[config.mk]
export PLATFORM = sky130hd
export DESIGN_NAME = gfr_ram
export DESIGN_NICKNAME = d
export VERILOG_FILES = /design/src/hdl/grid_fixed_radius_pair_finder_defines.svh /design/src/hdl/gfr_ram.sv
export SDC_FILE = /design/constraint.sdc
export NUM_CORES = 1
export LEC_CHECK = 0
export BUFFER_PORTS_ARGS = -buffer_cell sky130_fd_sc_hd__buf_2
export CAP_MARGIN = 10
export CORE_MARGIN = 3
export CORE_UTILIZATION = 50
export CTS_CLUSTER_DIAMETER = 150
export DETAILED_ROUTE_END_ITERATION = 8
export HOLD_SLACK_MARGIN = 0.06
export PLACE_DENSITY = 0.7
export SLEW_MARGIN = 10
export SYNTH_ARGS = -nofsm -noshare
export SYNTH_HDL_FRONTEND = slang
export SYNTH_SLANG_ARGS = --single-unit
[constraint.sdc]
create_clock -name clk -period 2.4 [get_ports clk]
set_clock_uncertainty 0.15 [all_clocks]
set_input_delay 0.72 -clock clk [delete_from_list [all_inputs] [get_ports clk]]
set_output_delay 0.72 -clock clk [all_outputs]
set_load 0.02 [all_outputs]
[src/hdl/grid_fixed_radius_pair_finder_defines.svh]
// Assertion macros shared by the pair finder RTL.
// Depends on nothing; the including module must have clk and rst_n.
`ifndef GRID_FIXED_RADIUS_PAIR_FINDER_DEFINES_SVH
`define GRID_FIXED_RADIUS_PAIR_FINDER_DEFINES_SVH

// Same-cycle implication, disabled while reset is asserted.
`define GFR_ASSERT_IMP(lbl, ante, cons, msg) \
    lbl: assert property (@(posedge clk) disable iff (!rst_n) (ante) |-> (cons)) \
        else $error(msg);

// Next-cycle implication, disabled while reset is asserted.
`define GFR_ASSERT_NXT(lbl, ante, cons, msg) \
    lbl: assert property (@(posedge clk) disable iff (!rst_n) (ante) |=> (cons)) \
        else $error(msg);

`endif

[src/hdl/gfr_ram.sv]
// Generic single-write, single-read RAM with a registered read port.
// Depends on nothing.
module gfr_ram #(
    parameter int WIDTH = 8,
    parameter int DEPTH = 16
) (
    input  logic                     clk,
    input  logic                     we,
    input  logic [$clog2(DEPTH)-1:0] waddr,
    input  logic [WIDTH-1:0]         wdata,
    input  logic                     re,
    input  logic [$clog2(DEPTH)-1:0] raddr,
    output logic [WIDTH-1:0]         rdata
);

    logic [WIDTH-1:0] mem [DEPTH];
    logic [WIDTH-1:0] rdata_reg;

    always_ff @(posedge clk)
    begin
        if (we)
        begin
            mem[waddr] <= wdata;
        end
        if (re)
        begin
            rdata_reg <= mem[raddr];
        end
    end

    assign rdata = rdata_reg;

endmodule

== After elaboration in Yosys (flattened, before gate mapping) ==
Memories as Yosys holds them, arrays and structs flattened. A register that Yosys moved wholly into a read port is not among the register bits.
Index checks and enable logic that the tools add are counted.
Operators by class
  muxes and demuxes: 2
Operator list (count)
  1-bit two-way mux: 2
Word-level totals
  bits in registers: 0
  bits in writable memories: 128
  input bits: 19
  logic and storage cells: 3
  memories: 1
Memory list
  mem: words 16, width 8, rd ports 1, clocked after Yosys merged registers in 1, wr ports 1, RTL line gfr_ram.sv:16  | logic [WIDTH-1:0] mem [DEPTH];

== Logic depth before layout (Yosys ltp) ==
Gate-level depths: netlist (run 1).
  word-level depth: 2
  depth in mapped cells: 5
  gate-level depth less buffers: 3

== Worst setup path after synthesis (run 1) ==
No wires, ideal clock.
  path kind: input -> register
  from: input waddr[2]
  to: memory mem[0][0] (enable)
  library setup time: 0.383 ns
  arrival time: 1.830 ns
  setup slack: 0.037 ns
  stages: 2
  path buffers: 0
  cell sequence: or3b_2 -> nor3_1
RTL lines
  start, declared: RTL line gfr_ram.sv:9  | input logic [$clog2(DEPTH)-1:0] waddr,
  end, declared: RTL line gfr_ram.sv:16
Straight into the memory's write port.

== Worst setup path after layout (run 1) ==
  from: register rdata_reg[5] (netlist: rdata[5]) (read register of mem)
  to: output rdata[5]
RTL lines
  start, declared: RTL line gfr_ram.sv:17  | logic [WIDTH-1:0] rdata_reg;
  end, declared: RTL line gfr_ram.sv:13  | output logic [WIDTH-1:0] rdata
No word-level cell between the ends.

==> results of run 1 <==
[final cells by class]
class,instances,area share [%]
flip-flops and latches,136,65.73
multi-input cells,83,17.02
clock buffers,17,6.665
repair buffers,48,5.356
well taps,133,2.678
clock inverters,14,2.557
[worst min-delay path by stage]
stage	depth (start not counted)	to	slack [ns]	start
finish	1	rdata[2]	0.42	re
global route	1	rdata[2]	0.42	re
detailed placement	3	rdata[4]	0.60	mem[6][4]
global placement	3	rdata[2]	0.58	mem[8][2]
CTS	1	rdata[2]	0.40	re
floorplan	3	rdata[0]	0.55	mem[7][0]
[placed cells by master, fill, tap and decap left out]
master	Yosys	layout
nor3_1	4	4
and2_1	1	1
nand3b_1	2	2
a22oi_1	16	16
clkbuf_16	0	16
clkbuf_8	0	1
edfxtp_1	136	136
nand2b_1	2	2
nor2b_1	1	1
or3b_2	1	1
bufinv_16	0	3
buf_12	0	3
buf_4	1	19
nand3_1	1	1
clkinv_2	0	5
nor2_1	13	13
clkinv_4	0	2
nand2_1	9	9
mux4_1	14	14
buf_2	3	26
clkinvlp_4	0	3
clkinv_1	0	1
and2b_1	1	1
mux4_2	18	18
[report_power, final]
part | total [mW] | switching, mW | internal (mW)
clock network | 2.48 | 0.918 | 1.56
logic | 0.260 | 0.150 | 0.110
registers | 2.69 | 0.0134 | 2.68
total | 5.43 | 1.08 | 4.35
[metal layers]
metal / vias to the layer above / GRT usage (%) / share of wire (%)
li1: 1092 / - / -
met1: 1258 / 25.60 / 43
met2: 83 / 28.42 / 50
met3: 15 / 4.836 / 4.9
met4: 0 / 7.665 / 1.9
met5: - / 0 / 0
[Yosys cell counts]
| master | number |
|---|---|
| buf_6 | 3 |
| and2b_1 | 1 |
| mux4_2 | 18 |
| clkdlybuf4s25_2 | 3 |
| nor2_1 | 13 |
| nand2_1 | 9 |
| nor3_1 | 4 |
| nand3_1 | 1 |
| buf_2 | 3 |
| buf_4 | 1 |
| edfxtp_1 | 136 |
| and2_1 | 1 |
| nand2b_1 | 2 |
| a22oi_1 | 16 |
| or3b_2 | 1 |
| mux4_1 | 14 |
| nor2b_1 | 1 |
| nand3b_1 | 2 |
[logic make-up after synthesis]
| group | after synthesis | synth area share (%) |
|---|---|---|
| compound gates | 16 | 2.298 |
| buf+inv | 10 | 1.651 |
| flops | 136 | 78.12 |
| mux | 32 | 14.79 |
| simple gates | 35 | 3.136 |
[metrics by stage]
stage / setup TNS (ns) / cell area, um2 / util [%] / worst slack (ns) / std cells
after detailed placement: -0.05945 / 5640 / 56.66 / -0.02424 / 400
after global routing: 0 / 6213 / 62.42 / 0.3820 / 431
after floorplan: 0 / 5228 / - / 0.03713 / 229
after global placement: -0.01942 / 5640 / 56.66 / -0.01644 / 400
final: 0 / 6213 / 62.42 / 0.4085 / 431
after CTS: 0 / 6213 / 62.42 / 0.3794 / 431
==> results, run 1 <==
- The run finished with clean final reports.
- Subtracting the final worst setup slack from the clock period gives 1.991 ns.
- The data arrival time at the worst-slack endpoint is 1.12 ns.
- TritonCTS created 17 clock buffers.
- The number of hold buffers added after CTS was 0.
- The root buffer cell is clkbuf_8.
- The element type at the critical path start is a register.
- The highest ir drop seen on vdd is 0.4505 mV.
- In this run the power density over the cells is 874.0 nW/um2.
- The classification of the worst-slack hold path is in2reg.
- In this run the cell area of the synthesized design comes to 5228 um2.
- In this run the worst setup path terminates at rdata[5].
- Across all register-to-register paths, the minimum setup slack is 0.74 ns.
- The tightest hold path in the finished design has a slack of 0.4250 ns.
- In this run the remaining antenna-violating nets after routing total 0.
- In this run the core area contains 36 standard-cell rows.
- The final hold violation count came to 0.
- The flip-flop and latch count after synthesis is 136.
- For this run, the register share of the synthesized area comes to 78.12%.
- The die height is 108.3 um.
- The slowest stage of the critical path is the edfxtp_1 cell.
- Of the cells placed in the final design, the portion with a size suffix greater than 1 is 32.55%.
- The standard cell core area is 9955 um2.
- From synthesis to final layout, the design area changed by 18.86%.
- By area the synthesized netlist is led by edfxtp_1, mux4_2, mux4_1.
- The layout has 661 filler cells.
- The congestion estimate from routability-driven global placement came to 0.7558.
- Once the floorplan was initialized, standard cells occupied 52.51% of the core.
- The net total in the final layout is 305.
- The worst path buffer plus inverter count is 1.
- The timing-limited maximum frequency is 502.1 MHz.
- In this run the number of cells on the critical path is 1.
- Measured in cells, the most critical reg-to-reg path has a length of 3.
- The total number of vias is 2448.
- Max-cap violations in this run came to 0.
- The via count of the first global-routing pass is 2596.
- STA puts the critical path data required time at 1.53 ns.
- The total power is 5.431 mW.
- Averaged over all synthesized cells, the footprint is 22.83 um2.
- Summed over all cells, the static leakage comes to 2.115 nW.
- The post-synth net total is 248.
- The class of the most critical setup path is reg2out.
- The cell count after synthesis came out at 229.
- The detailed-route wire length per cell is 22.15 um.
- The chip width is 108.3 um.
- The die covers 11720 um2.
- The clock tree from TritonCTS is built.
- The count of final setup violators is 0.
- The wire length after detailed routing is 9546 um.
- Of the post-synthesis cell area, the dominant cell type holds 78.12%.
- The multi-input logic area is 1057 um2.
- Summed over all nets, the half-perimeter wirelength after detailed placement is 5934 um.
- The insertion delay to the later sink of the worst-skew pair is 0.52 ns.
- The largest driver fanout on the critical path is 1.
- The critical path goes through buf_2.
- Global routing finished with a remaining overflow of 0.
- Tracing the worst setup path back leads to its startpoint at rdata[5].
- The first-pass GRT wire length is 15210 um.
- The overall global routing resource usage is 18.51%.
- The slew of the pin with the lowest slew margin is 0.4104 ns.
- Once the clock tree was built, the setup fixing pass inserted 0 buffers.
- The number of warning messages in the yosys log is 0.
- Clock tree synthesis found a total of 136 sinks.
- The number of detailed-routing iterations run before antenna repair is 4.
- The period utilization is 82.98%.
- The count of cell types in the netlist is 18.
- The count of buffers from port buffering is 26.
- 0 antenna diodes ended up in the layout.
- After the first detailed-routing iteration, the DRC count stood at 166.
- Once the clock tree was built, the resizer swapped 0 gates to a different size.
- The stage delay of the slowest cell on the critical path is 0.43 ns.
- The average vias per placed instance is 5.680.
- In this run the deepest clock path goes through 2 buffers.
- The H-tree was split into 4 levels.
- The maximum number of pins on one net before global-route repair is 33.
- The max-slew violation count was 0.
- Summing all flip-flop and latch instances after layout gives 4084 um2.
- The number of antenna violations at the first check in global routing was 0.
- The post-synthesis cell type with the largest combined area is edfxtp_1.
- Setup repair after global routing left no endpoint under its margin.
- After clock tree synthesis, the clock-pin slew on the worst setup and hold paths is 0.06 ns.
- The flip-flop count of the largest register, all copies and words added is 128.
- The worst reg2reg path endpoint is rdata[2].
- The worst slew margin relative to its limit is 72.64%.
- Broken down by cell family, the worst path's largest delay share belongs to flip-flops.
- The start of the worst register-to-register path is mem[1][2].
- For this run, design rule violations remaining after detail routing come to 0.
- The top-level port count is 27.
- The worst setup path is captured at a primary output.
Power figures use the tool's default switching activity.
==> run 2: changes to the inputs <==
Settings changed: ABC_AREA set to 1.
Clock period 2.4 ns to 1.6 ns, I/O delays scaled along.
==> run 2 against run 1 <==
Effect of this change:
- the run now ends with setup timing left
- routed wire length up 36%
- combinational power up 110%
- worst hold slack worse by 0.13 ns
- core utilization down 0.76 points
- area after synthesis up 12%
- flip-flop and latch count unchanged
- global-route usage up 3.0 points
- count of clock-buffer cells in the layout unchanged
- via count up 59%
- synthesized cell count up 140%
- power up 51%
==> results, run 2 <==
- The flow ran to the end, but the final reports show violations.
- The final reports fail on setup timing.
- Along the worst hold path, the cell count comes to 1.
- For this design the top-level I/O count stands at 27.
- The post-synth net total is 570.
- The share of the Yosys chip area taken by registers is 69.85%.
- The TritonCTS sink count is 136.
- In the synthesized netlist the async set-or-reset flop fraction comes to 0%.
- The via count of the first global-routing pass was 3761.
- The number of cell instances on the worst register-to-register path is 6.
- The most common library cell in the layout ignoring fill and taps is nand2_1.
- In this run, synthesis inferred 136 flip-flops with an integrated enable.
- The placed cell count is 723.
- The tightest hold path in the finished design has a slack of 0.2913 ns.
- The total power is 8.174 mW.
- For this design the static power due to leakage is 2.974 nW.
- The element type at the critical path start is a register.
- For this block, the initial DRC count from the detailed router was 298.
- The classification of the worst-slack hold path is in2reg.
- Walking the worst path, the cells encountered are buf_6.
- The count of final setup violators is 4.
- The final hold violation count is 0.
- The initial utilization of the core area, before any placement, comes to 52.55%.
- The largest total area in the synthesized netlist belongs to edfxtp_1.
- The post-synthesis instance area is 5847 um2.
- The die is 114.1 um wide.
- The net total in the final layout is 621.
- The sequential share of power is 49.4%.
- The initialized floorplan defines 38 standard-cell rows.
- The tool flagged a number of max-cap violations equal to 0.
- Cells fill 61.66% of the core in the end.
- The worst path buffer plus inverter count is 1.
- In this run the most critical hold path is launched from re.
- The die height is 114.1 um.
- The register with the most flip-flops in the layout has 128 of them.
- The post-detailed-route count of antenna-violating nets is 0.
- The root buffer cell is clkbuf_16.
- The stage delay of the slowest cell on the critical path is 0.45 ns.
- The worst pin sits at a relative slew slack of 63.98%.
- The class of the most critical setup path is reg2out.
- The count of buffers from port buffering is 26.
- The insertion delay to the later sink of the worst-skew pair is 0.41 ns.
- The net switching fraction of the power is 22.68%.
- In this run the power density over the cells is 1191 nW/um2.
- In this run the critical register-to-register path is launched from mem[1][2].
- The first global-routing pass estimated 20510 um of wire.
- Yosys printed 0 warnings.
- The largest driver fanout on the critical path is 1.
- The type of destination of the critical path is a primary output.
- At the end of routability-driven placement, the weighted congestion stood at 0.8319.
- In this run, CTS created clock tree buffers numbering 17.
- Broken down by cell family, the worst path's largest delay share belongs to flip-flops.
- The hold path endpoint is rdata[0].
- Global routing used 21.48% of the available tracks.
- The number of standard cells in the layout, taps in and fillers out is 755.
- The number of detailed-routing iterations run before antenna repair is 5.
- TritonCTS built the clock tree.
- For this run the aggregate overflow at the end of global routing stands at 0.
- The number of antenna violations at the first check in global routing came to 0.
- The data arrival time at the worst-slack endpoint is 1.02 ns.
- The wire-length estimate of the detail-placed layout is 8405 um.
- The smallest clock period supported by the final layout is computed as 1.654 ns.
- Setup repair after global routing could not meet its margin everywhere.
- The detailed-route wire length per cell is 17.22 um.
- From synthesis to final layout, the design area changed by 17.33%.
- The CTS clock-pin slew for the worst setup and hold paths is 0.06 ns.
- The worst setup slack for register-to-register paths is 0.30 ns.
- The total number of vias is 3892.
- The count of cell types in the netlist is 11.
- For this run, the leading register cell type out of synthesis is edfxtp_1.
- The cell with the largest stage delay on the worst path is edfxtp_1.
- The period utilization is 103.4%.
- Ranked by total cell area, the synthesized netlist is headed by edfxtp_1, nand2_1, nand3_1.
- The required arrival time at the worst endpoint is 0.97 ns.
- Sorting the synthesized cells by how often they occur yields nand2_1, edfxtp_1, inv_1.
- The slew of the pin with the lowest slew margin is 0.5396 ns.
- The flip-flop and latch count after synthesis is 136.
- The post-route worst setup slack is -0.05366 ns.
- In the final timing run, aggregate negative setup slack is -0.1553 ns.
- The detailed-route DRC error count is 0.
- IR analysis of the VDD net gives a maximum drop of 0.5758 mV.
- Dividing the synthesized area by the synthesized cell count gives 10.61 um2.
- The switching power is 1.854 mW.
- Cell internal power was estimated by the tool at 6.320 mW.
- The standard cell core area is 11130 um2.
- Cells with a size suffix above 1 make up 14.63% of the layout.
- Summed over all layers, the routed wires come to 13000 um.
- The number of antenna diodes in the final layout is 0.
- The share of total power dissipated in combinational logic is 6.6%.
- The full die area is 13030 um2.
- The leading cell type by number of instances after synthesis is nand2_1.
- The worst reg2reg path endpoint is rdata[2].
- The share of the synthesized area in the top cell type is 69.85%.
- After detailed routing, the number of vias per cell comes to 5.155.
- The number of instances in the synthesized netlist is 551.
- Entering global routing, the biggest net connects 40 pins.
- The number of buffers between clock root and the deepest sink is 2.
- CTS built an H-tree with a depth of 4.
- The max-slew violation count was 0.
- The timing-limited maximum frequency is 604.7 MHz.
- The share of total power dissipated in the clock network is 44.0%.
- Leaving out fill and tap cells, the most frequent cells in the layout are nand2_1, edfxtp_1, inv_1.
==> run 2: cell types whose count changed after synthesis, sizes merged, moves of 16 or more <==
cell   before  now
nand2       9  173
inv         0  102
nand3       1   97
mux4       32    0
buf         7   24
a22oi      16    0
==> run 2: per-layer routing <==
layer / wire length [um] / up-vias / GRT usage (%)
met2: 6378 / 164 / 34.15
met1: 5347 / 1820 / 29.01
met3: 1025 / 22 / 5.550
met5: 0 / - / 0
met4: 251 / 0 / 7.363
li1: - / 1886 / -
==> run 2: cells by family (layout without fill, tap and decap cells) <==
logic type	Yosys count	count (layout)	share of synthesized area, %
AND/OR/NAND/NOR	289	289	20.76
buffers and inverters	126	190	9.394
flip-flops	136	136	69.85
==> run 2: worst max-delay path by stage <==
stage,cells after the start,startpoint,end,slack (ns)
after floorplan,2,waddr[3],mem[4][0],0.02
after global placement,9,raddr[0],rdata[3],-0.31
after detailed placement,9,raddr[0],rdata[3],-0.33
after CTS,1,rdata[3],rdata[3],-0.07
after global routing,1,rdata[3],rdata[3],-0.07
final,1,rdata[3],rdata[3],-0.05
==> run 2: final cells by class <==
cell class                      instances  area [um2]
Fill cell                             900        4265
Sequential cell                       136        4084
Multi-Input combinational cell        289        1214
Timing Repair Buffer                   56       449.2
Clock buffer                           17       425.4
Inverter                              102       382.9
Tap cell                              140       175.2
Clock inverter                         15       130.1
==> run 2: power by group through the flow <==
stage | registers (mW) | clock network (mW) | logic [mW]
CTS | 4.04 | 3.65 | 0.540
global route | 4.05 | 3.81 | 0.596
floorplan | 4.13 | 0 | 0.281
finish | 4.04 | 3.59 | 0.539
global placement | 4.11 | 0 | 0.517
detailed placement | 4.11 | 0 | 0.527
==> run 2: what timing repair did <==
item,4_1_cts,5_1_grt
setup endpoints to repair,5,5
gates resized for setup,8,2
hold endpoints to repair,0,0
hold buffers,0,0
buffers inserted,0,0
==> run 2: through the flow <==
step	cell area, um2	setup WS [ns]
3_5_place_dp	6274	-0.3296
3_3_place_gp	6274	-0.3147
4_1_cts	6854	-0.06638
5_1_grt	6860	-0.06726
6_report	6860	-0.05366
2_1_floorplan	5847	0.01916
==> run 3: changes to the inputs <==
Settings changed: CELL_PAD_IN_SITES_DETAIL_PLACEMENT set to 1, CELL_PAD_IN_SITES_GLOBAL_PLACEMENT set to 1, CORE_UTILIZATION 50 to 44, PLACE_DENSITY 0.7 to 0.75.
==> run 3 against run 2 <==
Effect of this change:
- the run still ends with setup timing left
- core utilization decreased by 8.0 points
- power fell by 3.6%
- first-iteration DRC count up 21%
- maximum frequency decreased by 2.0%
- global-route usage is 1.7 points higher
- worst hold slack improved by 0.025 ns
- routed wire length increased by 21%
- register-to-register slack worse by 0.04 ns
==> results, run 3 (synthesized netlist as in run 2, its figures left out) <==
- For this block, the initial DRC count from the detailed router was 361.
- In this run the power spent charging and discharging nets is 1.762 mW.
- The post-detailed-route count of antenna-violating nets is 0.
- The number of buffers added to fix hold violations after cts is 0.
- The repair_antennas step left the layout with diodes totalling 0.
- The clock share of power is 41.2%.
- For this block, the via count after detailed routing is 4082.
- The min-delay analysis places its worst path in the category in2reg.
- In this run the post-CTS setup repair buffer count came out at 0.
- After layout, the worst path uses 105.5% of the clock period.
- The die height is 121.3 um.
- STA classifies the critical path endpoint as a primary output.
- The number of detailed-routing iterations run before antenna repair is 5.
- STA puts the critical path data arrival time at 1.06 ns.
- The final sum of negative setup slack is -0.2666 ns.
- The H-tree depth is 4.
- During I/O placement, the number of pins put on the boundary was 27.
- In this run, CTS created clock tree buffers numbering 17.
- For the worst setup path, the data required time is 0.97 ns.
- For this run, the share of the core covered by cells in the final layout is 53.62%.
- In the routed layout, each cell is associated on average with a via count of 5.200.
- Sequential cells account for 51.4% of the total power.
- The post-route worst setup slack is -0.08795 ns.
- The detailed-route wire length per cell is 20.01 um.
- The congestion estimate from routability-driven global placement came to 0.7924.
- The number of buffers between clock root and the deepest sink is 2.
- The core region is 12820 um2.
- The register with the most flip-flops in the layout has 128 of them.
- The clock tree from TritonCTS is built.
- For this run, the total global-route usage over all layers was measured as 23.16%.
- In the final design database the tool counted 623 nets.
- The stage delay of the slowest cell on the critical path is 0.46 ns.
- The effective utilization at floorplan is 45.59%.
- The flow ran to the end, but the final reports show violations.
- Once placement completed, the tool counted placed cells totaling 757.
- The die is 121.3 um wide.
- The element type at the critical path start is a register.
- The combinational share of power is 7.4%.
- The tree is rooted in a clkbuf_16.
- The share of cells above drive strength 1 is 13.38%.
- After layout, the minimum clock period comes to 1.688 ns.
- The worst slew margin relative to its limit is 72.23%.
- Together, buffers and inverters on the worst path number 1.
- The detailed-route DRC error count is 0.
- Leaving out fill and tap cells, the most frequent cells in the layout are nand2_1, edfxtp_1, inv_1.
- For this design the static power due to leakage is 2.979 nW.
- The final hold violation count is 0.
- The number of antenna violations at the first check in global routing is 0.
- After detailed routing, the total wire length is 15710 um.
- The total power density per cell area is 1146 nW/um2.
- The full die area is 14710 um2.
- The cell class contributing the biggest share of worst-path delay is flip-flops.
- Setup repair after global routing could not meet its margin everywhere.
- For the pin with the worst max-slew slack, the measured transition is 0.4165 ns.
- The number of max-cap violations is 0.
- The final reports fail on setup timing.
- The clock drives 136 sinks.
- The timing-limited maximum frequency is 592.4 MHz.
- Global routing finished with a remaining overflow of 0.
- The first global-routing pass estimated 24480 um of wire.
- The class of the most critical setup path is reg2out.
- The clock reaches the later pin of the worst-skew pair after 0.42 ns.
- The max-slew violation count is 0.
- In this run the core area contains 41 standard-cell rows.
- The number of standard cells in the layout, taps in and fillers out is 785.
- The number of fillers in the final layout is 1409.
- IR analysis of the VDD net gives a maximum drop of 0.7970 mV.
- The count of buffers from port buffering is 26.
- Walking the worst path, the cells encountered are buf_6.
- The signed area change from the synthesized netlist to the final layout is 17.61%.
- Clock-pin slew was measured on the worst setup and hold paths at 0.05 ns.
- Of the total power, the share spent switching nets is 22.36%.
- The via count of the first global-routing pass came to 4328.
- Entering global routing, the biggest net connects 52 pins.
- Cell internal power was estimated by the tool at 6.118 mW.
- The HPWL after detailed placement is 10470 um.
- The most common library cell in the layout ignoring fill and taps is nand2_1.
- In this run the worst path has a maximum fanout of 1.
- The count of final setup violators is 5.
- Final hold analysis gives a worst-case slack of 0.3163 ns.
- The largest individual stage delay along the critical path comes from the cell edfxtp_1.
run 3: changes by cell type in the layout (fill, tap and decap cells not counted):
cell,before,now
clkinvlp_4,6,0
buf_2,21,18
buf_6,5,8
clkbuf_1,0,3
clkinv_1,0,3
clkinv_4,3,0
buf_12,5,7
bufinv_16,1,0
clkinv_2,4,5
inv_6,1,0
run 3: routing by layer:
metal  share of wire, %  GRT usage (%)  vias up
met4                2.5          10.08        0
li1                   -              -     1885
met1                 42          29.83     2048
met2                 50          38.28      128
met3                6.0          4.522       21
met5                  0              0        -
run 3: final timing paths:
check / slack (ns) / from / cells after the start / to
worst min register to register: 0.61 / mem[12][2] / 6 / rdata[2]
worst min-delay path: 0.32 / wdata[3] / 1 / mem[10][3]
worst max register to register: 0.26 / mem[7][4] / 6 / rdata[4]
worst max-delay path: -0.09 / rdata[2] / 1 / rdata[2]
run 3: timing repair:
| action | 4_1_cts | 5_1_grt |
|---|---|---|
| pin swaps | 0 | 0 |
| hold endpoints to repair | 0 | 0 |
| gates resized for setup | 10 | 6 |
| setup endpoints to repair | 7 | 8 |
run 3: layout make-up:
| class | count | area (um2) | area share, % |
|---|---|---|---|
| well taps | 172 | 215.2 | 3.130 |
| flip-flops and latches | 136 | 4084 | 59.39 |
| multi-input cells | 289 | 1214 | 17.65 |
| clock buffers | 20 | 436.7 | 6.350 |
| repair buffers | 58 | 508.0 | 7.387 |
| inverters | 102 | 382.9 | 5.568 |
| clock inverters | 8 | 36.28 | 0.5277 |
run 3: power groups by stage:
stage	Sequential [mW]	Combinational, mW	Clock (mW)
after global placement	4.11	0.547	0
after global routing	4.05	0.643	3.46
after CTS	4.05	0.584	3.30
after floorplan	4.13	0.281	0
final	4.05	0.586	3.24
after detailed placement	4.12	0.567	0
run 3: per-stage QoR:
| stage | area [um2] | setup slack, ns | total power [mW] |
|---|---|---|---|
| 6_report | 6877 | -0.08795 | 7.880 |
| 5_1_grt | 6877 | -0.1073 | 8.155 |
| 4_1_cts | 6858 | -0.1135 | 7.929 |
| 3_5_place_dp | 6354 | -0.2735 | 4.686 |
| 3_3_place_gp | 6354 | -0.2423 | 4.659 |
| 2_1_floorplan | 5847 | 0.01916 | 4.410 |
