### config.mk
export PLATFORM = sky130hd
export DESIGN_NAME = gfr_div
export DESIGN_NICKNAME = d
export VERILOG_FILES = /design/src/hdl/grid_fixed_radius_pair_finder_defines.svh /design/src/hdl/gfr_div.sv
export SDC_FILE = /design/constraint.sdc
export NUM_CORES = 1
export LEC_CHECK = 0
export BUFFER_PORTS_ARGS = -buffer_cell sky130_fd_sc_hd__buf_2
export CAP_MARGIN = 20
export CORE_MARGIN = 10
export CORE_UTILIZATION = 35
export CTS_CLUSTER_DIAMETER = 80
export DETAILED_ROUTE_END_ITERATION = 7
export MAX_ROUTING_LAYER = met4
export SETUP_SLACK_MARGIN = 0.4
export SLEW_MARGIN = 20
export SYNTH_ARGS = -nofsm -noshare
export SYNTH_HDL_FRONTEND = slang
export SYNTH_SLANG_ARGS = --single-unit
export TNS_END_PERCENT = 100
### constraint.sdc
create_clock -name clk -period 2.25 [get_ports clk]
set_input_delay 0.45 -clock clk [delete_from_list [all_inputs] [get_ports clk]]
set_output_delay 0.45 -clock clk [all_outputs]
set_load 0.05 [all_outputs]
### src/hdl/grid_fixed_radius_pair_finder_defines.svh
// Assertion macros shared by the pair finder RTL.
// Depends on nothing; the including module must have clk and rst_n.
`ifndef GRID_FIXED_RADIUS_PAIR_FINDER_DEFINES_SVH
`define GRID_FIXED_RADIUS_PAIR_FINDER_DEFINES_SVH

// Same-cycle implication, disabled while reset is asserted.
`define GFR_ASSERT_IMP(lbl, ante, cons, msg) \
    lbl: assert property (@(posedge clk) disable iff (!rst_n) (ante) |-> (cons)) \
        else $error(msg);

// Next-cycle implication, disabled while reset is asserted.
`define GFR_ASSERT_NXT(lbl, ante, cons, msg) \
    lbl: assert property (@(posedge clk) disable iff (!rst_n) (ante) |=> (cons)) \
        else $error(msg);

`endif

### src/hdl/gfr_div.sv
// Restoring divider, one quotient bit per cycle, shared by the grid-sizing and point-binning build steps.
// Depends on nothing.
module gfr_div #(
    parameter int WIDTH = 16
) (
    input  logic             clk,
    input  logic             rst_n,
    input  logic             start,
    input  logic [WIDTH-1:0] num,
    input  logic [WIDTH-1:0] den,
    output logic [WIDTH-1:0] quot,
    output logic             done
);

    localparam int CNT_W = $clog2(WIDTH + 1);

    logic [WIDTH-1:0] q_reg, q_next;
    logic [WIDTH:0]   rem_reg, rem_next;
    logic [WIDTH-1:0] den_reg, den_next;
    logic [CNT_W-1:0] cnt_reg, cnt_next;
    logic             done_reg, done_next;
    logic [WIDTH:0]   shifted;
    logic [WIDTH+1:0] trial;

    always_comb
    begin
        shifted   = {rem_reg[WIDTH-1:0], q_reg[WIDTH-1]};
        trial     = {1'b0, shifted} - {2'b00, den_reg};
        q_next    = q_reg;
        rem_next  = rem_reg;
        den_next  = den_reg;
        cnt_next  = cnt_reg;
        done_next = 1'b0;
        if (start)
        begin
            q_next   = num;
            rem_next = '0;
            den_next = den;
            cnt_next = CNT_W'(WIDTH);
        end
        else if (cnt_reg != '0)
        begin
            if (!trial[WIDTH+1])
            begin
                rem_next = trial[WIDTH:0];
                q_next   = {q_reg[WIDTH-2:0], 1'b1};
            end
            else
            begin
                rem_next = shifted;
                q_next   = {q_reg[WIDTH-2:0], 1'b0};
            end
            cnt_next = cnt_reg - CNT_W'(1);
            done_next = (cnt_reg == CNT_W'(1));
        end
    end

    always_ff @(posedge clk or negedge rst_n)
    begin
        if (!rst_n)
        begin
            q_reg    <= '0;
            rem_reg  <= '0;
            den_reg  <= '0;
            cnt_reg  <= '0;
            done_reg <= 1'b0;
        end
        else
        begin
            q_reg    <= q_next;
            rem_reg  <= rem_next;
            den_reg  <= den_next;
            cnt_reg  <= cnt_next;
            done_reg <= done_next;
        end
    end

    assign quot = q_reg;
    assign done = done_reg;

endmodule

# Word-level counts from Yosys, hierarchy flattened
# Index checks and enable logic that the tools add are counted.
[totals] out_inout_bits=17 register_bits=54 word_cells=20
[op_classes] add_sub_neg=2 mux=10 n_eq_ne=1 reduce_logical=2
[op_table] operator="16-bit 2-to-1 mux" count=5
[op_table] operator="17-bit by 16-bit subtractor with 18-bit output" count=1
[op_table] operator="5-bit 2-to-1 mux" count=2
[op_table] operator="5-bit by 1-bit == test with 1-bit output, second input constant" count=1
[op_table] operator="5-bit nonzero test" count=1
[op_table] operator="5-bit by 1-bit subtractor with 5-bit output, second input constant" count=1
[op_table] operator="1-bit 2-to-1 mux" count=3
[op_table] operator="2-bit nonzero test" count=1

# Depth between registers and ports, before layout
# Gate-level depths: netlist of run 1.
[logic_depth] word_depth=4 mapped_depth=10 depth_no_buf=9

# Least setup slack after synthesis of run 1
# OpenSTA, ideal clock, no wires.
[synth_path] kind="flip-flop to flip-flop" startpoint="register q_reg[15], in the netlist quot[15]" endpoint="register rem_reg[12]" setup_time_ns=0.099 n_path_buf=0 required_time_ns=2.151 synth_period_minus_slack_ns=2.431 path_stages_with_launch=10 t_arrival_ns=2.331 slack_ns=-0.181 cell_sequence="dfrtp_1 -> inv_1 -> ha_1 -> fa_1 -> nor2b_1 -> o31a_1 -> o21ai_0 -> o31ai_1 -> o22ai_1 -> a311oi_1"
[synth_between] elab_chain_len=4
[synth_lines] item="from (decl)" line="gfr_div.sv:17" text="logic [WIDTH-1:0] q_reg, q_next;"
[synth_lines] item="from (signal assigned)" line="gfr_div.sv:70" text="q_reg <= q_next;"
[synth_lines] item="17-bit by 16-bit subtractor with 18-bit output" line="gfr_div.sv:28" text="trial = {1'b0, shifted} - {2'b00, den_reg};"
[synth_lines] item="16-bit 2-to-1 mux" line="gfr_div.sv:43" text="if (!trial[WIDTH+1])"
[synth_lines] item="16-bit 2-to-1 mux" line="gfr_div.sv:41" text="else if (cnt_reg != '0)"
[synth_lines] item="16-bit 2-to-1 mux" line="gfr_div.sv:34" text="if (start)"
[synth_lines] item="to (signal assigned)" line="gfr_div.sv:71" text="rem_reg <= rem_next;"
[synth_lines] item="to (decl)" line="gfr_div.sv:18" text="logic [WIDTH:0] rem_reg, rem_next;"
# Every way passes these cells. The select of a mux whose other input is x is not followed.
# A chain may end at the register's enable or synchronous reset.

# Worst setup path after layout of run 1
[layout_path] startpoint="register rem_reg[11]" endpoint="register rem_reg[15]"
[layout_between] elab_chain_len=4
[layout_lines] item="17-bit by 16-bit subtractor with 18-bit output" line="gfr_div.sv:28"
[layout_lines] item="16-bit 2-to-1 mux" line="gfr_div.sv:43"
[layout_lines] item="16-bit 2-to-1 mux" line="gfr_div.sv:41"
[layout_lines] item="16-bit 2-to-1 mux" line="gfr_div.sv:34"
# Every way passes these cells. The select of a mux whose other input is x is not followed.

==> results of run 1 <==
-- where the power goes --
group	internal, uW	total [uW]	switching, uW	leakage [uW]
Sequential	1170	1370	200	0.000673
Clock	255	622	367	0.0000478
Combinational	1440	3130	1690	0.00137
Total	2870	5120	2260	0.00209
-- critical path: cells and delay by family (launching register included) --
| kind | cells | cell delay, ns |
|---|---|---|
| AND/OR/NAND/NOR | 2 | 0.46 |
| AO/OA/AOI/OAI | 4 | 0.70 |
| flip-flops | 1 | 0.43 |
| buffers and inverters | 1 | 0.20 |
| adder cells (fa/ha/maj) | 1 | 0.30 |
-- cells in the mapped netlist (2+ instances only) --
cell and number:
a21oi_2 3, nand3_1 16, o21ai_0 42, o21a_1 5, clkbuf_1 9, nor3_1 4
nor2_1 29, nor4_1 4, a221oi_1 2, xnor2_1 6, mux2i_1 19, a211oi_1 5
dlygate4sd1_1 2, nand3b_1 2, xor2_1 3, inv_1 21, a21oi_1 12, nor2b_1 3
a21o_1 4, ha_1 19, a31oi_1 4, nand2_1 45, a21o_2 4, a211o_1 2
buf_2 2, o211ai_1 5, a311oi_1 12, buf_4 3, o31ai_1 2, buf_6 3
dfrtp_1 54
-- routing by layer --
metal / vias up / part of all wire [%] / wire length [um] / track usage [%]
li1: 1545 / - / - / -
met1: 1474 / 46 / 4557 / 17.36
met2: 86 / 46 / 4586 / 20.47
met3: 26 / 4.8 / 477 / 2.740
met4: 0 / 2.5 / 246 / 5.191
met5: - / 0 / 0 / -
-- worst max path at each step --
stage,startpoint,end,slack [ns],cells past startpoint
4_1_cts,rem_reg[11],rem_reg[14],0.08,9
3_3_place_gp,rem_reg[11],rem_reg[15],0.03,7
2_1_floorplan,quot[15],rem_reg[12],0.14,9
5_1_grt,den_reg[1],rem_reg[9],-0.01,9
6_report,rem_reg[11],rem_reg[15],0.08,8
3_5_place_dp,rem_reg[11],rem_reg[15],-0.03,7
-- cell usage in the layout, fill, tap and decap left out, drive strengths merged, types with 5 or more instances in the layout --
| cell type | n |
|---|---|
| inv | 22 |
| nand2 | 45 |
| nor2 | 29 |
| a21oi | 15 |
| mux2i | 19 |
| xnor2 | 6 |
| buf | 101 |
| o21a | 7 |
| o211ai | 5 |
| a21o | 8 |
| ha | 19 |
| o21ai | 45 |
| a311oi | 13 |
| a211oi | 6 |
| clkbuf | 7 |
| nand3 | 16 |
| dfrtp | 54 |
-- per-stage QoR --
step | util, % | setup TNS (ns)
floorplan | - | 0
global placement | 41.89 | 0
detailed placement | 41.89 | -0.03339
CTS | 46.05 | 0
global route | 49.32 | -0.02275
finish | 49.32 | 0
-- area by class of cell --
class	count	share of cell area (%)
multi-input cells	282	49.25
inverters	21	1.651
clock buffers	6	1.729
repair buffers	102	15.17
well taps	133	3.484
flip-flops and latches	54	28.37
clock inverters	2	0.3406
-- cell families (layout without fill, tap and decap cells) --
group / count (synthesis) / after routing / share of synthesized area (%)
AO/OA/AOI/OAI: 114 / 117 / 22.72
XOR/XNOR: 9 / 9 / 2.290
adder cells (fa/ha/maj): 20 / 20 / 7.488
buffers and inverters: 41 / 131 / 5.998
flip-flops: 54 / 54 / 39.26
multiplexers: 20 / 20 / 5.852
AND/OR/NAND/NOR: 116 / 116 / 16.39
-- what timing repair did --
| action | CTS | global route |
|---|---|---|
| gates resized for setup | 31 | 41 |
| hold endpoints to repair | 0 | 0 |
| gates cloned | 3 | 1 |
| pin swaps | 23 | 30 |
| buffers inserted | 11 | 11 |
| setup endpoints to repair | 17 | 22 |
==> metrics.txt, run 1 <==
Remaining DRCs 0; first-pass GRT wire length 15.79 mm; Num CTS Buffers 5; largest net degree at the start of global routing 39; Power Total 5125 uW; number of synthesized register bits 54; DP Area just over 4000 um2; Initial Util between 30% and 40%; fraction of layout cells with a size suffix above 1 40.47%; vias in the first global route 3213; clock-pin slew on the worst setup and hold paths 0.11 ns; GPL Wtd Cong 0.8627; Via Count between 3000 and 4000; Critical-path top delay cell dfrtp_1; Die Ht 119.2 um; Ys Warns 0; later-pin clock latency in the skew report 0.33 ns; Pre-Repair DR Iteration Count 4; PwrDens 1073 nW/um2; CTS Buffer Depth 2; grt total ovfl 0; Synth cell types 59; initial antenna violation count 0; pre-CTS setup slack -0.03293 ns; fill count 903; EDFF count, synth 0; Routed WL 9.868 mm; syn nets 429; Ports 52; standard-cell row count 36; WL/cell approximately 16 um; DP HPWL about 6.2 mm; Worst setup EP type flip-flop; clk root buf clkbuf_8; DIE WIDTH 119.2 um; P_leak 0.002093 uW; maximum single-stage delay on the critical path about 0.43 ns; crit share post-route between 90 and 100%; RSZ-0062 raised after global routing yes; Core Area around 9700 um2; CTS Hold Bufs 0; Worst R2R End rem_reg[15]; 1st-iter DRT viols 100; outcome complete, no violations; ys async rst share 100.0%; slew of the pin with the lowest slew margin 0.6041 ns; H-tree levels 2; peak supply drop about 500 uV; Crit Path Class flip-flop to flip-flop; max-slew violations 0; Synth Cell Area 3442 um2; Fmax 460.2 MHz; Routed Antenna Nets 0; # port buffers between 50 and 60; Tot GR Track Use 13.51%; register area 1355 um2; critical path arrival about 2.4 ns; post-synth top area cell dfrtp_1; Final Hold Vio Count 0; final worst slack approximately 0.077 ns; Rel. slew slack ~60%; Mapped Cells 374; sequential cell area fraction in the yosys report between 30 and 40%; Hold WS 0.04160 ns; worst path cell trace ha_4 > and4_4 > a211oi_4 > nor4b_4 > buf_4 > o21ai_4 > a211o_1 > a311oi_2; Startpoint Class flip-flop; R2R Path Start rem_reg[11]; crit path time final 2.173 ns; top cell type's share of synthesized area 39.26%; non-filler cells, final 600; CTS Sinks 54; Final nets 521; CP max FO 6; Req. time, crit path between 2 and 2.5 ns; Syn Area/Cell 9.203 um2; Inserted Diodes 0; Hold WC Path Type input pin to async pin; ranking of synthesized cells by area dfrtp_1 39%, ha_1 6.9%, o21ai_0 6.1%, mux2i_1 5.5%, nand2_1 4.9%; Reg2Reg Depth 8; main flop type after synthesis dfrtp_1; Final Cell Area ~4800 um2; FF-to-FF setup slack 0.08 ns; Multi-input gate area ~2400 um2; dpl cells approximately 570; Die ar. 14200 um2; setup violators final 0; Max Cap Viol 0; Setup Skew 0.01064 ns; vias per cell 5.218; area grow syn2layout 38.75%; CTS tree yes
No activity file was read; power rests on OpenSTA's default activity.
==> inputs of run 2 (changes only) <==
--- a/config.mk
+++ b/config.mk
@@ -7,7 +7,7 @@
 export LEC_CHECK = 0
 export BUFFER_PORTS_ARGS = -buffer_cell sky130_fd_sc_hd__buf_2
 export CAP_MARGIN = 20
-export CORE_MARGIN = 10
+export CORE_ASPECT_RATIO = 0.5
 export CORE_UTILIZATION = 35
 export CTS_CLUSTER_DIAMETER = 80
 export DETAILED_ROUTE_END_ITERATION = 7
==> metrics.txt, run 2 (synthesized netlist as in run 1, its figures left out) <==
crit share post-route 97.53% (was 96.57%); maximum single-stage delay on the critical path 0.40 ns (was 0.43 ns); clk root buf clkbuf_16 (was clkbuf_8); grt total ovfl 0 (unchanged); worst path cell trace ha_1 > nor2b_4 > o2111ai_4 > a21oi_4 > buf_6 > o21a_4 > buf_4 > o21ai_1 > a311oi_1 (was ha_4 > and4_4 > a211oi_4 > nor4b_4 > buf_4 > o21ai_4 > a211o_1 > a311oi_2); CTS Hold Bufs 0 (unchanged); Reg2Reg Depth 9 (was 8); 1st-iter DRT viols 182 (was 100); final worst slack 0.05558 ns (was 0.07720 ns); CTS Sinks 54 (unchanged); area grow syn2layout 41.33% (was 38.75%); setup violators final 0 (unchanged); Setup TNS 0 ns (unchanged); later-pin clock latency in the skew report 0.30 ns (was 0.33 ns); Rel. slew slack 53.65% (was 59.72%); most frequent cells in the layout 53 x dfrtp_1, 51 x buf_2, 45 x buf_4, 44 x nand2_1, 34 x o21ai_0 (was 51 x dfrtp_1, 51 x buf_2, 44 x nand2_1, 41 x buf_4, 37 x o21ai_0); Fmax 455.7 MHz (was 460.2 MHz); Final Hold Vio Count 0 (unchanged); DP HPWL 5.726 mm (was 6.192 mm); Routed Antenna Nets 0 (unchanged); Req. time, crit path 2.46 ns (was 2.49 ns); Initial Util 36.20% (was 35.54%); Final nets 526 (was 521); uppermost layer routed met4 (unchanged); Hold WC Path Type input pin to async pin (unchanged); Remaining DRCs 0 (unchanged); Ports 52 (unchanged); outcome complete, no violations (unchanged); vias per cell 5.239 (was 5.218); Startpoint Class flip-flop (unchanged); DP Area 4111 um2 (was 4056 um2); CTS tree yes (unchanged); Die ar. 10260 um2 (was 14200 um2); fraction of layout cells with a size suffix above 1 41.10% (was 40.47%); Max Cap Viol 0 (unchanged); Hold WS 0.1418 ns (was 0.04160 ns); largest net degree at the start of global routing 55 (was 39); slew of the pin with the lowest slew margin 0.6953 ns (was 0.6041 ns); H-tree levels 2 (unchanged); met3 WL 396 um (was 477 um); Setup Skew 0.008444 ns (was 0.01064 ns); CTS Buffer Depth 2 (unchanged); Crit Path Class flip-flop to flip-flop (unchanged); crit path time final 2.194 ns (was 2.173 ns); standard-cell row count 25 (was 36); GPL Wtd Cong 0.8918 (was 0.8627); first-pass GRT wire length 15.36 mm (was 15.79 mm); commonest non-fill, non-tap cell in the layout dfrtp_1; vias in the first global route 3165 (was 3213); clock-pin slew on the worst setup and hold paths 0.08 ns (was 0.11 ns); fill count 884 (was 903); Core Area 9509 um2 (was 9684 um2); met2 routed WL 4.285 mm (was 4.586 mm); FF-to-FF setup slack 0.06 ns (was 0.08 ns); max-slew violations 0 (unchanged); Num CTS Buffers 5 (unchanged); Inserted Diodes 0 (unchanged); DIE WIDTH 142.2 um (was 119.2 um); peak supply drop 411.4 uV (was 486.2 uV); WL/cell 15.44 um (was 16.45 um); Via Count 3180 (was 3131); PwrDens 1099 nW/um2 (was 1073 nW/um2); critical path arrival 2.41 ns (about the same); initial antenna violation count 0 (unchanged); R2R Path Start rem_reg[0] (was rem_reg[11]); P_leak 0.002146 uW (was 0.002093 uW); Worst R2R End rem_reg[3] (was rem_reg[15]); Pre-Repair DR Iteration Count 4 (unchanged); Tot GR Track Use 19.62% (was 13.51%); met1 WL 4.565 mm (was 4.557 mm); Worst setup EP type flip-flop (unchanged); CP max FO 7 (was 6); Routed WL 9.375 mm (was 9.868 mm); Die Ht 72.13 um (was 119.2 um); # port buffers 51 (unchanged); Critical-path top delay cell dfrtp_1 (unchanged); pre-CTS setup slack -0.05003 ns (was -0.03293 ns); RSZ-0062 raised after global routing yes (unchanged); Final Cell Area 4865 um2 (was 4776 um2)
## run 2: cell count changes in the layout (fill, tap and decap cells not counted), moves of 3 or more
cell | previous run | this run
o21ai_0 | 37 | 34
clkbuf_16 | 1 | 5
clkbuf_8 | 6 | 0
o21ai_2 | 2 | 5
buf_4 | 41 | 45
buf_6 | 5 | 9
## run 2: timing repair
action | in CTS | in global routing
buffers inserted | 17 | 4
pin swaps | 34 | 18
cloned | 3 | 0
resized for setup | 49 | 33
setup endpoints to repair | 17 | 24
## run 2: per-layer routing
layer / vias to the layer above / track usage [%]
met5: - / -
met4: 0 / 6.571
met3: 12 / 4.554
met2: 74 / 30.77
met1: 1534 / 25.12
li1: 1560 / -
## run 2: critical path, delay by kind of cell, from the launching register on
kind | cells | cell delay [ns]
AOI/OAI and AO/OA | 5 | 0.96
adders and majority gates | 1 | 0.28
buffers and inverters | 2 | 0.28
DFF | 1 | 0.40
and+or+nand+nor | 1 | 0.17
## run 2: worst max-delay path by stage
stage,from,endpoint,slack [ns]
CTS,den_reg[0],rem_reg[14],0.11
finish,rem_reg[0],rem_reg[3],0.06
global route,den_reg[12],rem_reg[8],-0.03
detailed placement,rem_reg[11],rem_reg[0],-0.05
floorplan,quot[15],rem_reg[12],0.14
global placement,rem_reg[11],rem_reg[15],0.005
## run 2: final cells by class
cell class	instances	area (um2)	area share, %
inverter	21	78.83	1.620
sequential	54	1353	27.80
clock buffer	6	128.9	2.649
multi-input combinational	282	2386	49.05
tap	135	168.9	3.472
clock inverter	2	15.01	0.3086
timing repair buffer	107	734.5	15.10
## run 2: per-stage QoR
step / utilization (%) / power (uW) / std cells
after detailed placement: 43.24 / 3853 / 575
final: 51.16 / 5346 / 607
after global placement: 43.24 / 3838 / 575
after floorplan: - / 3155 / 374
after CTS: 49.16 / 5054 / 603
after global routing: 51.16 / 5669 / 607
## run 2: power breakdown
group	internal [uW]	switching [uW]	leakage, uW	total, uW
sequential	1170	198	0.000676	1370
combinational	1460	1720	0.00141	3180
clock	414	379	0.0000631	793
total	3050	2300	0.00215	5350
==> inputs of run 3 (changes only) <==
==> constraint.sdc (replaced) <==
create_clock -name clk -period 2.2 [get_ports clk]
set_input_delay 0.44 -clock clk [delete_from_list [all_inputs] [get_ports clk]]
set_output_delay 0.44 -clock clk [all_outputs]
set_load 0.05 [all_outputs]
==> metrics.txt, run 3 (synthesized netlist as in run 1, its figures left out) <==
outcome finished with violations (was complete, no violations); failing checks setup timing; clock-pin slew on the worst setup and hold paths 0.08 ns (about the same); largest net degree at the start of global routing 41 (was 55); later-pin clock latency in the skew report 0.30 ns (about the same); fill count 881 (was 884); CTS Buffer Depth 2 (unchanged); grt total ovfl 0 (unchanged); Reg2Reg Depth 9 (unchanged); commonest non-fill, non-tap cell in the layout buf_4 (was dfrtp_1); peak supply drop 463.4 uV (was 411.4 uV); CTS tree yes (unchanged); Die Ht 72.13 um (unchanged); DIE WIDTH 142.2 um (unchanged); Pre-Repair DR Iteration Count 4 (unchanged); crit share post-route 101.1% (was 97.53%); fraction of layout cells with a size suffix above 1 41.86% (was 41.10%); Hold WC Path Type input pin to async pin (unchanged); WL/cell 15.37 um (was 15.44 um); H-tree levels 2 (unchanged); Remaining DRCs 0 (unchanged); final worst slack -0.02421 ns (was 0.05558 ns); Fmax 449.6 MHz (was 455.7 MHz); Worst setup EP type flip-flop (unchanged); P_leak 0.002212 uW (was 0.002146 uW); Rel. slew slack 65.56% (was 53.65%); Final nets 539 (was 526); Setup Skew 0.007705 ns (was 0.008444 ns); Switching Fraction 41.41% (was 42.95%); non-filler cells, final 620 (was 607); max-slew violations 0 (unchanged); 1st-iter DRT viols 216 (was 182); Final Hold Vio Count 0 (unchanged); Max Cap Viol 0 (unchanged); FF-to-FF setup slack -0.02 ns (was 0.06 ns); setup violators final 5 (was 0); sequential power share 25.0% (was 25.6%); area grow syn2layout 43.66% (was 41.33%); Clk network pwr share 16.5% (was 14.8%); initial antenna violation count 0 (unchanged); Inserted Diodes 0 (unchanged); CP max FO 7 (unchanged); P_int 3278 uW (was 3050 uW); Crit Path Class flip-flop to flip-flop (unchanged); slew of the pin with the lowest slew margin 0.5167 ns (was 0.6953 ns); Sw Pwr 2317 uW (was 2296 uW); Via Count 3196 (was 3180); Routed Antenna Nets 0 (unchanged); PwrDens 1132 nW/um2 (was 1099 nW/um2); Worst R2R End rem_reg[9] (was rem_reg[3]); clk root buf clkbuf_16 (unchanged); Tot GR Track Use 19.95% (was 19.62%); Routed WL 9.530 mm (was 9.375 mm); Core Area 9509 um2 (unchanged); Req. time, crit path 2.40 ns (was 2.46 ns); dpl cells 585 (was 575); GPL Wtd Cong 0.8518 (was 0.8918); final core utilization 52.00% (was 51.16%); RSZ-0062 raised after global routing yes (unchanged); critical path arrival 2.43 ns (was 2.41 ns); CTS Sinks 54 (unchanged); Ports 52 (unchanged); Die ar. 10260 um2 (unchanged); DP HPWL 6.009 mm (was 5.726 mm); # port buffers 51 (unchanged); standard-cell row count 25 (unchanged); first-pass GRT wire length 15.48 mm (was 15.36 mm); vias per cell 5.155 (was 5.239); Hold WS 0.07018 ns (was 0.1418 ns); crit path time final 2.224 ns (was 2.194 ns); R2R Path Start rem_reg[0] (unchanged); Logic pwr share 58.5% (was 59.5%); Initial Util 36.20% (unchanged); Startpoint Class flip-flop (unchanged); most frequent cells in the layout 57 x buf_4, 53 x dfrtp_1, 51 x buf_2, 44 x nand2_1, 33 x o21ai_0 (was 53 x dfrtp_1, 51 x buf_2, 45 x buf_4, 44 x nand2_1, 34 x o21ai_0); Num CTS Buffers 5 (unchanged); vias in the first global route 3124 (was 3165)
[run 3: power by group through the flow]
stage	combinational [uW]	clock, uW	sequential [uW]
floorplan	1670	0	1560
global placement	2590	0	1390
detailed placement	2610	0	1390
CTS	3030	961	1380
global route	3540	998	1420
finish	3270	926	1400
[run 3: worst max-delay path by stage]
stage	cells after the start	from	slack, ns	endpoint
floorplan	9	quot[15]	0.09	rem_reg[12]
global placement	7	rem_reg[11]	-0.04	rem_reg[5]
detailed placement	7	rem_reg[7]	-0.07	rem_reg[5]
CTS	9	den_reg[0]	0.009	rem_reg[14]
global route	9	den_reg[1]	-0.15	rem_reg[11]
finish	9	rem_reg[0]	-0.02	rem_reg[9]
[run 3: layout make-up]
class	count	area (um2)	share of cell area (%)
inverter	21	78.83	1.594
multi-input combinational	281	2307	46.66
clock inverter	2	38.79	0.7844
clock buffer	6	128.9	2.606
sequential	54	1353	27.35
tap	135	168.9	3.416
timing repair buffer	121	869.6	17.59
[run 3: layer usage]
metal  track usage (%)  part of all wire, %  vias up
li1                  -                    -     1583
met1             27.46                   48     1522
met2             30.39                   46       81
met3             3.630                  4.8       10
met4             5.018                  1.0        0
met5                 -                    0        -
[run 3: critical path, stage by stage (launching register included)]
cell,delay [ns]
dfrtp_1,0.42
ha_4,0.28
nor2b_4,0.17
o2111ai_4,0.17
a21oi_4,0.35
buf_4,0.18
buf_6,0.09
or3_4,0.10
o211ai_1,0.11
a311oi_1,0.26
[run 3: stage by stage]
| stage | setup TNS (ns) | setup WS (ns) | total power [uW] | cell area (um2) |
|---|---|---|---|---|
| 5_1_grt | -0.9238 | -0.1471 | 5967 | 4945 |
| 4_1_cts | 0 | 0.008757 | 5370 | 4756 |
| 3_5_place_dp | -0.1597 | -0.06816 | 4004 | 4187 |
| 6_report | -0.06368 | -0.02421 | 5596 | 4945 |
| 2_1_floorplan | 0 | 0.08780 | 3227 | 3518 |
| 3_3_place_gp | -0.06307 | -0.04452 | 3984 | 4187 |
[run 3: what timing repair did]
item,in CTS,in global routing
gates resized for setup,54,21
setup buffers,16,8
cloned,2,1
endpoints found under the setup margin,17,34
pin swaps,29,21
endpoints found under the hold margin,0,0
hold buffers,0,0
